[src/rtl/bdcc_pkg.sv]
// shared types and constants for the button debounce and click counter
// no dependencies; used by the interfaces and every module under rtl
package bdcc_pkg;

	localparam int NUM_BUTTONS = 8;
	localparam int TIME_W      = 32;
	localparam int LEVELS_W    = 8;
	localparam int CNT_W       = 8;
	localparam int COUNTS_W    = 64;
	localparam int MS_W        = 16;
	localparam int CFG_IDX_W   = 2;
	localparam int CFG_DATA_W  = 16;

	localparam logic [MS_W-1:0] DEBOUNCE_RST  = MS_W'(50);
	localparam logic [MS_W-1:0] CLICK_GAP_RST = MS_W'(350);
	localparam logic            PRESSED_RST   = 1'b1;
	localparam logic [CNT_W-1:0] CNT_MAX      = {CNT_W{1'b1}};

	typedef enum logic [CFG_IDX_W-1:0] {
		REG_DEBOUNCE  = 2'd0,
		REG_CLICK_GAP = 2'd1,
		REG_PRESSED   = 2'd2
	} cfg_reg_t;

	typedef struct packed {
		logic [MS_W-1:0] debounce_ms;
		logic [MS_W-1:0] click_gap_ms;
		logic            pressed_level;
	} cfg_t;

	typedef struct packed {
		logic             evt_req;
		logic [CNT_W-1:0] cnt_post;
		logic             cnt_zero;
	} lane_st_t;

endpackage

[src/rtl/bdcc_poll_if.sv]
// poll channel: timestamp and button levels with valid/ready
// depends on bdcc_pkg
interface bdcc_poll_if;
	import bdcc_pkg::*;

	logic                valid;
	logic                ready;
	logic [TIME_W-1:0]   now_ms;
	logic [LEVELS_W-1:0] button_levels;

	modport source (output valid, output now_ms, output button_levels, input ready);
	modport sink (input valid, input now_ms, input button_levels, output ready);

endinterface

[src/rtl/bdcc_res_if.sv]
// result channel: event flag and packed click counts with valid/ready
// depends on bdcc_pkg
interface bdcc_res_if;
	import bdcc_pkg::*;

	logic                valid;
	logic                ready;
	logic                event_res;
	logic [COUNTS_W-1:0] click_counts;

	modport source (output valid, output event_res, output click_counts, input ready);
	modport sink (input valid, input event_res, input click_counts, output ready);

endinterface

[src/rtl/bdcc_cfg_if.sv]
// configuration write channel: register index and data with valid/ready
// depends on bdcc_pkg
interface bdcc_cfg_if;
	import bdcc_pkg::*;

	logic                  valid;
	logic                  ready;
	logic [CFG_IDX_W-1:0]  index;
	logic [CFG_DATA_W-1:0] data;

	modport source (output valid, output index, output data, input ready);
	modport sink (input valid, input index, input data, output ready);

endinterface

[src/rtl/bdcc_cfg_regs.sv]
// configuration registers: debounce time, click gap and pressed level
// depends on bdcc_pkg and bdcc_cfg_if
module bdcc_cfg_regs (
	input  logic          clk,
	input  logic          arst_n,
	bdcc_cfg_if.sink      cfg,
	output bdcc_pkg::cfg_t cfg_val
);
	import bdcc_pkg::*;

	cfg_t cfg_q;

	assign cfg.ready = 1'b1;
	assign cfg_val   = cfg_q;

	always_ff @(posedge clk or negedge arst_n) begin
		if (!arst_n) begin
			cfg_q.debounce_ms   <= DEBOUNCE_RST;
			cfg_q.click_gap_ms  <= CLICK_GAP_RST;
			cfg_q.pressed_level <= PRESSED_RST;
		end else if (cfg.valid && cfg.ready) begin
			case (cfg.index)
				REG_DEBOUNCE:  cfg_q.debounce_ms   <= MS_W'(cfg.data);
				REG_CLICK_GAP: cfg_q.click_gap_ms  <= MS_W'(cfg.data);
				REG_PRESSED:   cfg_q.pressed_level <= cfg.data[0];
				default: ;
			endcase
		end
	end

endmodule

[src/rtl/bdcc_lane.sv]
// one button: stored level, last press time and click count
// depends on bdcc_pkg
module bdcc_lane (
	input  logic                      clk,
	input  logic                      arst_n,
	input  logic                      upd,
	input  logic                      evt,
	input  logic [bdcc_pkg::TIME_W-1:0] now_ms,
	input  logic                      level,
	input  bdcc_pkg::cfg_t            cfg_val,
	output bdcc_pkg::lane_st_t        st
);
	import bdcc_pkg::*;

	logic              last_level_q;
	logic [TIME_W-1:0] press_time_q;
	logic [CNT_W-1:0]  count_q;

	logic [TIME_W-1:0] elapsed;
	logic              examined;
	logic              changed;
	logic              press;

	// wraps modulo 2^32
	assign elapsed  = now_ms - press_time_q;
	assign examined = elapsed > TIME_W'(cfg_val.debounce_ms);
	assign changed  = examined && (level != last_level_q);
	assign press    = changed && (level == cfg_val.pressed_level);

	always_comb begin
		st.evt_req  = examined && !changed && (count_q != '0)
			&& (elapsed > TIME_W'(cfg_val.click_gap_ms));
		st.cnt_post = (press && count_q != CNT_MAX) ? count_q + CNT_W'(1) : count_q;
		st.cnt_zero = (count_q == '0);
	end

	always_ff @(posedge clk or negedge arst_n) begin
		if (!arst_n) begin
			last_level_q <= PRESSED_RST;
			press_time_q <= '0;
			count_q      <= '0;
		end else if (upd) begin
			if (changed)
				last_level_q <= level;
			if (press)
				press_time_q <= now_ms;
			count_q <= evt ? '0 : st.cnt_post;
		end
	end

endmodule

[src/rtl/button_debounce_click_counter_core.sv]
// top level of the button debounce and click counter; uses bdcc_pkg, the channel
// interfaces, bdcc_cfg_regs and bdcc_lane
// pipeline: poll words go through the input stage, then the result register
// throughput: one poll word per cycle unless stalled; all buttons in parallel lanes
// reset: asynchronous, clears the pipeline and restores register and button defaults
module button_debounce_click_counter_core (
	input  logic      clk,
	input  logic      arst_n,
	bdcc_poll_if.sink poll,
	bdcc_res_if.source res,
	bdcc_cfg_if.sink  cfg
);
	import bdcc_pkg::*;

	cfg_t              cfg_val;
	lane_st_t          lane_st [NUM_BUTTONS];

	logic                valid_s1;
	logic [TIME_W-1:0]   now_ms_s1;
	logic [LEVELS_W-1:0] levels_s1;

	logic                out_valid_q;
	logic                event_q;
	logic [COUNTS_W-1:0] counts_q;

	logic                advance;
	logic                evt;
	logic [COUNTS_W-1:0] counts_d;

	assign advance    = valid_s1 && (!out_valid_q || res.ready);
	assign poll.ready = !valid_s1 || advance;

	bdcc_cfg_regs u_cfg (
		.clk     (clk),
		.arst_n  (arst_n),
		.cfg     (cfg),
		.cfg_val (cfg_val)
	);

	for (genvar g = 0; g < NUM_BUTTONS; g++) begin : g_lane
		bdcc_lane u_lane (
			.clk     (clk),
			.arst_n  (arst_n),
			.upd     (advance),
			.evt     (evt),
			.now_ms  (now_ms_s1),
			.level   (levels_s1[g]),
			.cfg_val (cfg_val),
			.st      (lane_st[g])
		);
	end

	always_comb begin
		evt = 1'b0;
		for (int i = 0; i < NUM_BUTTONS; i++)
			evt = evt | lane_st[i].evt_req;
		counts_d = '0;
		for (int i = 0; i < NUM_BUTTONS; i++)
			counts_d[i*CNT_W +: CNT_W] = evt ? lane_st[i].cnt_post : '0;
	end

	always_ff @(posedge clk or negedge arst_n) begin
		if (!arst_n) begin
			valid_s1 <= 1'b0;
		end else if (poll.valid && poll.ready) begin
			valid_s1 <= 1'b1;
		end else if (advance) begin
			valid_s1 <= 1'b0;
		end
	end

	always_ff @(posedge clk) begin
		if (poll.valid && poll.ready) begin
			now_ms_s1 <= poll.now_ms;
			levels_s1 <= poll.button_levels;
		end
	end

	always_ff @(posedge clk or negedge arst_n) begin
		if (!arst_n) begin
			out_valid_q <= 1'b0;
		end else if (advance) begin
			out_valid_q <= 1'b1;
		end else if (res.ready) begin
			out_valid_q <= 1'b0;
		end
	end

	always_ff @(posedge clk) begin
		if (advance) begin
			event_q  <= evt;
			counts_q <= counts_d;
		end
	end

	assign res.valid        = out_valid_q;
	assign res.event_res    = event_q;
	assign res.click_counts = counts_q;

	logic all_cnt_zero;
	always_comb begin
		all_cnt_zero = 1'b1;
		for (int i = 0; i < NUM_BUTTONS; i++)
			all_cnt_zero = all_cnt_zero & lane_st[i].cnt_zero;
	end

`ifndef SYNTHESIS
	// a report word never goes out empty, a quiet word never carries counts
	a_evt_nonzero: assert property (@(posedge clk) disable iff (!arst_n)
		out_valid_q && event_q |-> counts_q != '0)
		else $error("event word with all counts zero");

	a_quiet_zero: assert property (@(posedge clk) disable iff (!arst_n)
		out_valid_q && !event_q |-> counts_q == '0)
		else $error("non-event word with counts");

	// counts are cleared once a report is taken into the result register
	a_clear_after_evt: assert property (@(posedge clk) disable iff (!arst_n)
		advance && evt |=> all_cnt_zero)
		else $error("counts not cleared after event");

	// the poll side stalls only when both stages are full and the result is held
	a_stall_cause: assert property (@(posedge clk) disable iff (!arst_n)
		!poll.ready |-> valid_s1 && out_valid_q && !res.ready)
		else $error("poll stalled without back-pressure");
`endif

endmodule

[src/flat_wrapper.sv]
// flat-port wrapper written by rule: the top's interface ports become plain ports
module button_debounce_click_counter_core_flat import bdcc_pkg::*;
  (clk, arst_n, poll_valid, poll_now_ms, poll_button_levels, poll_ready, res_valid, res_event_res, res_click_counts, res_ready, cfg_valid, cfg_index, cfg_data, cfg_ready);
  bdcc_poll_if poll_i ();
  bdcc_res_if res_i ();
  bdcc_cfg_if cfg_i ();
  input  logic clk;
  input  logic arst_n;
  input wire logic [$bits(poll_i.valid)-1:0] poll_valid;
  input wire logic [$bits(poll_i.now_ms)-1:0] poll_now_ms;
  input wire logic [$bits(poll_i.button_levels)-1:0] poll_button_levels;
  output wire logic [$bits(poll_i.ready)-1:0] poll_ready;
  output wire logic [$bits(res_i.valid)-1:0] res_valid;
  output wire logic [$bits(res_i.event_res)-1:0] res_event_res;
  output wire logic [$bits(res_i.click_counts)-1:0] res_click_counts;
  input wire logic [$bits(res_i.ready)-1:0] res_ready;
  input wire logic [$bits(cfg_i.valid)-1:0] cfg_valid;
  input wire logic [$bits(cfg_i.index)-1:0] cfg_index;
  input wire logic [$bits(cfg_i.data)-1:0] cfg_data;
  output wire logic [$bits(cfg_i.ready)-1:0] cfg_ready;
  assign poll_i.valid = poll_valid;
  assign poll_i.now_ms = poll_now_ms;
  assign poll_i.button_levels = poll_button_levels;
  assign poll_ready = poll_i.ready;
  assign res_valid = res_i.valid;
  assign res_event_res = res_i.event_res;
  assign res_click_counts = res_i.click_counts;
  assign res_i.ready = res_ready;
  assign cfg_i.valid = cfg_valid;
  assign cfg_i.index = cfg_index;
  assign cfg_i.data = cfg_data;
  assign cfg_ready = cfg_i.ready;
  button_debounce_click_counter_core u_core (.clk(clk), .arst_n(arst_n), .poll(poll_i), .res(res_i), .cfg(cfg_i));
endmodule
[config.mk]
export PLATFORM = sky130hd
export DESIGN_NAME = button_debounce_click_counter_core_flat
export DESIGN_NICKNAME = d
export VERILOG_FILES = /design/src/rtl/bdcc_pkg.sv /design/src/rtl/bdcc_poll_if.sv /design/src/rtl/bdcc_res_if.sv /design/src/rtl/bdcc_cfg_if.sv /design/src/rtl/bdcc_cfg_regs.sv /design/src/rtl/bdcc_lane.sv /design/src/rtl/button_debounce_click_counter_core.sv /design/src/flat_wrapper.sv
export SDC_FILE = /design/constraint.sdc
export NUM_CORES = 2
export LEC_CHECK = 0
export BUFFER_PORTS_ARGS = -buffer_cell sky130_fd_sc_hd__buf_2
export CAP_MARGIN = 20
export CORE_UTILIZATION = 60
export DETAILED_ROUTE_END_ITERATION = 6
export GPL_TIMING_DRIVEN = 1
export PLACE_DENSITY = 0.77
export SYNTH_ARGS = -nofsm -noshare
export SYNTH_HDL_FRONTEND = slang
export SYNTH_SLANG_ARGS = --single-unit
[constraint.sdc]
create_clock -name clk -period 14.8 [get_ports clk]
set_input_delay 2.22 -clock clk [delete_from_list [all_inputs] [get_ports clk]]
set_output_delay 2.22 -clock clk [all_outputs]
set_load 0.02 [all_outputs]
## Yosys cells after proc, flatten, opt, wreduce, memory -nomap -nowiden

Cells that the tools add are included.

- Bits in registers: 468
- Input bits: 63
- Word-level logic and storage cells: 210
- Output and inout bits: 68

- Bitwise operators: 7
- Eq/ne operators: 26
- Reduce and logical (&&, ||, !) cells: 92
- Multiplexer cells: 20
- Order comparisons: 16
- Add/sub/neg operators: 16

Operators with widths:

| cell | count |
|---|---|
| 32-bit by 16-bit greater-than comparator with 1-bit output | 16 |
| 32-bit subtractor | 8 |
| 8-bit two-way mux | 16 |
| 8-bit by 1-bit adder with 8-bit output (second input constant) | 8 |
| 8-bit != test (second input constant) | 8 |
| 8-bit nonzero test | 8 |
| 1-bit logical AND | 50 |
| 2-bit AND reduction | 19 |
| 1-bit zero test | 10 |
| 1-bit equality test | 8 |
| 1-bit != test | 8 |
| 1-bit bitwise OR | 7 |
| 1-bit two-way mux | 4 |
| 2-bit nonzero test | 2 |
| 2-bit by 1-bit equality test with 1-bit output (second input constant) | 1 |
| 2-bit equality test (second input constant) | 1 |
| 2-bit zero test | 1 |
| 1-bit logical OR | 2 |

## Logic depth before layout (Yosys ltp)

- Depth in word-level cells: 15
- Mapped depth: 27
- Depth with buffers taken out: 25

## Modules after synthesis

From an unflattened synthesis, not the netlist that was laid out.

- Cells, all modules: 5,137
- Area total of the unflattened synthesis: 45,308.5 µm²

By module, submodules not included:

| module | area an instance (µm²) | cells an instance | instances |
|---|---|---|---|
| bdcc_lane (u_core.g_lane[1].u_lane ...) | 4,967.3 | 595 | 4 |
| bdcc_lane (u_core.g_lane[0].u_lane ...) | 5,143.7 | 626 | 2 |
| bdcc_lane (u_core.g_lane[7].u_lane) | 4,918.5 | 605 | 1 |
| bdcc_lane (u_core.g_lane[4].u_lane) | 4,837.1 | 633 | 1 |
| button_debounce_click_counter_core | 4,119.0 | 194 | 1 |
| bdcc_cfg_regs | 1,277.5 | 73 | 1 |

## Worst setup path before layout

Ideal clock, no wire load.

- Kind: input to register
- From: in res_ready
- To: reg u_core.g_lane[6].u_lane.count_q[6]
- Slack: 9.428 ns
- Arrival time: 5.240 ns
- Stages on the path: 7
- Path buffers: 2
- Library setup time: 0.132 ns
- Cell sequence: nand2b_1 > nand2_1 > inv_1 > clkbuf_1 > clkbuf_1 > o31ai_1 > o2bb2ai_1

- Word-level cells in the longest chain between the ends: 2

Ends and longest elaborated chain:

| what | line | RTL |
|---|---|---|
| start: declaration | flat_wrapper.sv:16 | `input wire logic [$bits(res_i.ready)-1:0] res_ready;` |
| 1-bit logical OR | button_debounce_click_counter_core.sv:30 | `assign advance = valid_s1 && (!out_valid_q \|\| res.ready);` |
| 1-bit logical AND | button_debounce_click_counter_core.sv:30 |  |
| named net u_core.advance | button_debounce_click_counter_core.sv:26 | `logic advance;` |
| end signal: assignment | bdcc_lane.sv:47 | `count_q <= evt ? '0 : st.cnt_post;` |
| end: declaration | bdcc_lane.sv:17 | `logic [CNT_W-1:0] count_q;` |

The timed path passes the listed nets, and every way through them passes these cells.
A chain may end at the register's enable or synchronous reset.

## Worst setup path in the final report

- From: reg u_core.now_ms_s1[0]
- To: reg u_core.g_lane[5].u_lane.count_q[0]

- Word-level cells in the longest chain between the ends: 15
- Elaborated cells between the ends (all ways): 75

Ends and longest elaborated chain:

| what | line | RTL |
|---|---|---|
| start: declaration | button_debounce_click_counter_core.sv:19 | `logic [TIME_W-1:0] now_ms_s1;` |
| start signal: assignment | button_debounce_click_counter_core.sv:74 | `now_ms_s1 <= poll.now_ms;` |
| 32-bit subtractor | bdcc_lane.sv:25 | `assign elapsed = now_ms - press_time_q;` |
| 32-bit by 16-bit greater-than comparator with 1-bit output | bdcc_lane.sv:26 | `assign examined = elapsed > TIME_W'(cfg_val.debounce_ms);` |
| 1-bit logical AND | bdcc_lane.sv:27 | `assign changed = examined && (level != last_level_q);` |
| 1-bit zero test | bdcc_lane.sv:31 | `st.evt_req = examined && !changed && (count_q != '0)` |
| 1-bit logical AND (2 in a row) | bdcc_lane.sv:31 |  |
| 1-bit logical AND | bdcc_lane.sv:32 | `&& (elapsed > TIME_W'(cfg_val.click_gap_ms));` |
| 1-bit bitwise OR (7 in a row) | button_debounce_click_counter_core.sv:56 | `evt = evt \| lane_st[i].evt_req;` |
| 8-bit two-way mux (*) | bdcc_lane.sv:47 |  |
| end signal: assignment | bdcc_lane.sv:47 |  |
| end: declaration | bdcc_lane.sv:17 |  |

Mark *: on every way between the ends. The rest lies on a longest branch, timed or not.

==> metrics <==
status finished clean; Max-slew headroom 23.43%; vias in the first global route 35390; TritonCTS buffer count 53; most common cell after layout, fill and taps aside ha_1; core box area 0.06716 mm2; die area about 0.069 mm2; Worst path slowest cell nand3_1; simple-gate share of the synthesized area between 10% and 20%; Area growth syn-to-layout 8.205%; compound-cell area share of the yosys netlist 22.56%; Initial Util 60.67%; clock slew at reported path FFs 0.07 ns; Die Y 262.6 um; first-pass GRT wire length 199200 um; arrival time of the worst setup path 7.91 ns; gpl congestion around 1.0; # hold bufs at CTS 0; setup TNS 0 ns; Post-Synthesis Net Count 5381; yosys warns 0; GRT met1 Usage 50.01%; minimum clock period roughly 7.4 ns; combinational family with the most area after synthesis compound AO/OA/AOI/OAI gates; routing usage on met3 under 10%; Synth Area in XOR/XNOR 4.858%; Static Leak 19.46 nW; 1st-pass router iterations 7; via/cell ratio about 6.5; Via Count approximately 38000; post-route ant nets 0; DRC Markers 0; Top FF cell, synth dfrtp_1; Worst Max-Slew Pin Slew around 1.1 ns; Antenna Cells 0; H-tree depth 2; Netlist cell types 90; initial drt markers 4216; CTS root buffer clkbuf_16; CTS tree done; post-synthesis cell count roughly 4800; Max Root-Sink Buffers 3; initial antenna violation count 2; Seq cells post-synth 468; Slew Limit Fails 0; worst vdd ir between 0.00015 and 0.0002 V; Clock Skew 0.03753 ns; met2 Usage GRT 55.82%; Worst Hold Slack 0.4978 ns; max-cap violations 0; Final Hold Vio Count 0; largest net degree at the start of global routing 128; GRT overflow 0; post-synth top area cell dfrtp_1; Die Wd 262.6 um; CP Capture Type register; WL final 128800 um; final period utilization approximately half; top cells by area, synth dfrtp_1, ha_1, edfxtp_1; unrepaired setup endpoints after global routing false; Buffers on Ports 129; sequential share of the synthesized area between 30% and 40%; Syn Area/Cell 8.507 um2; r2r startpoint u_core.now_ms_s1[0]$_DFFE_PP_; # fillers approximately 5700; kind of critical path register to register; Hold Startpoint u_core.g_lane[7].u_lane.press_time_q[1]$_DFFE_PN0P_; Post-CTS Setup Bufs 0; delay of the slowest critical-path stage 0.86 ns; WL/cell 22.32 um; Top cell by count, worst path a21oi_1; Req. time, crit path approximately 15 ns; Post-synth EDFFs 105; mux cell area share after synthesis approximately 4.2%; synthesized area 0.04075 mm2; row count 95; layout cells sized above 1 9.980%; I/O pin count between 100 and 150; Hold Path Class register to register; post-placement cell count 5671; CP Launch Point u_core.now_ms_s1[0]$_DFFE_PP_; Skew-Pair Late Insertion Delay 0.64 ns; Yosys top cell area share 21.19%; most frequent cells in the layout ha_1, nand2_1, o21ai_0; All-Layer GR Usage 36.56%; Max Freq 135.2 MHz; fin nets 5446; Adder-Cell Fraction of Synth Area 16.36%; CP Max Fanout 37; # setup viols final 0; Post-Layout Cell Count 5773; pwr dens 244.5 mW/mm2; dpl hpwl 93150 um; post-cts resize count 0; Top Usage Layer GRT met2; Synth async-reset ratio between 70% and 80%; crit path cell chain inv_1 > ha_1 > inv_1 > fa_1 > a21o_1 > a221oi_1 > o311a_1 > o21bai_1 > a21oi_1 > xnor2_1 > ha_1 > a21oi_1 > o21ai_0 > a2111oi_0 > a21oi_1 > o41ai_1 > a21oi_1 > o21ai_0 > and4_1 > buf_4 > nand3_1 > o2bb2ai_1; startpoint types register; TritonCTS sink count approximately 470
cell type report:
type / instances / area [um2] / area share (%)
inverter: 391 / 1470 / 3.334
timing repair buffer: 190 / 1151 / 2.611
multi-input combinational: 3751 / 26360 / 59.79
tap: 873 / 1092 / 2.477
clock buffer: 66 / 1468 / 3.329
sequential: 468 / 12260 / 27.80
clock inverter: 34 / 289.0 / 0.6555
cells by family after synthesis:
group           Yosys count
buf+inv                 571
compound gates         1452
flops                   468
other cells               1
mux                     154
xor+xnor                226
simple gates           1390
fa+ha+maj               528
synth_stat cells, drive strengths merged (101+ instances only):
cell type / count
o21ai: 397
clkbuf: 158
a21o: 129
nand4: 152
nand2: 443
nor2: 301
mux2: 134
a21oi: 382
edfxtp: 105
nand3: 101
dfrtp: 345
xnor2: 145
ha: 520
inv: 391
report_power, final:
part,internal [mW],total [mW],switching (mW)
Combinational,2.89,7.50,4.61
Clock,0.761,1.34,0.584
Sequential,1.75,1.94,0.181
final timing paths:
kind                                                                        endpoint  slack (ns)  cells after the start
worst max-delay path                  u_core.g_lane[5].u_lane.count_q[0]$_DFFE_PN0P_        7.40                     22
worst min-delay path             u_core.g_lane[7].u_lane.press_time_q[1]$_DFFE_PN0P_        0.50                      2
worst max register to register        u_core.g_lane[5].u_lane.count_q[0]$_DFFE_PN0P_        7.40                     22
worst min register to register   u_core.g_lane[7].u_lane.press_time_q[1]$_DFFE_PN0P_        0.50                      2
max in group asynchronous       u_core.g_lane[3].u_lane.press_time_q[15]$_DFFE_PN0P_       11.33                      4
min in group asynchronous       u_core.g_lane[5].u_lane.press_time_q[25]$_DFFE_PN0P_        1.67                      1
critical path: cells and delay by family (launching register included):
family	cells	cell delay, ns
AOI/OAI and AO/OA	13	3.63
and+or+nand+nor	2	1.14
adders and majority gates	3	1.00
buffers and inverters	3	0.80
DFF	1	0.48
xor gates and xnor gates	1	0.21
per-stage QoR:
stage / cell area [um2] / total power [mW] / util [%] / setup slack (ns)
5_1_grt: 44090 / 11.64 / 65.65 / 7.095
2_1_floorplan: 40750 / 7.410 / - / 9.428
6_report: 44090 / 10.78 / 65.65 / 7.401
3_5_place_dp: 42290 / 9.188 / 62.98 / 7.680
4_1_cts: 44050 / 10.60 / 65.59 / 7.620
3_3_place_gp: 42290 / 9.033 / 62.98 / 7.769
state kept, by name (all words and copies together) (netlist names):
| register | flops |
|---|---|
| u_core.valid_s1 | 1 |
| u_core.res.valid | 1 |
| u_core.g_lane.u_lane.count_q | 64 |
| u_core.g_lane.u_lane.press_time_q | 256 |
| u_core.res.event_res | 1 |
| u_core.levels_s1 | 8 |
| u_core.res.click_counts | 64 |
| u_core.g_lane.u_lane.last_level_q | 8 |
| u_core.u_cfg.cfg_val | 33 |
| u_core.now_ms_s1 | 32 |
per-layer routing:
layer,share of wire (%),up-vias
met2,43,1796
met5,0,-
met1,42,17890
li1,-,17700
met4,4.8,0
met3,10,337
(Power assumes the default switching activity.)
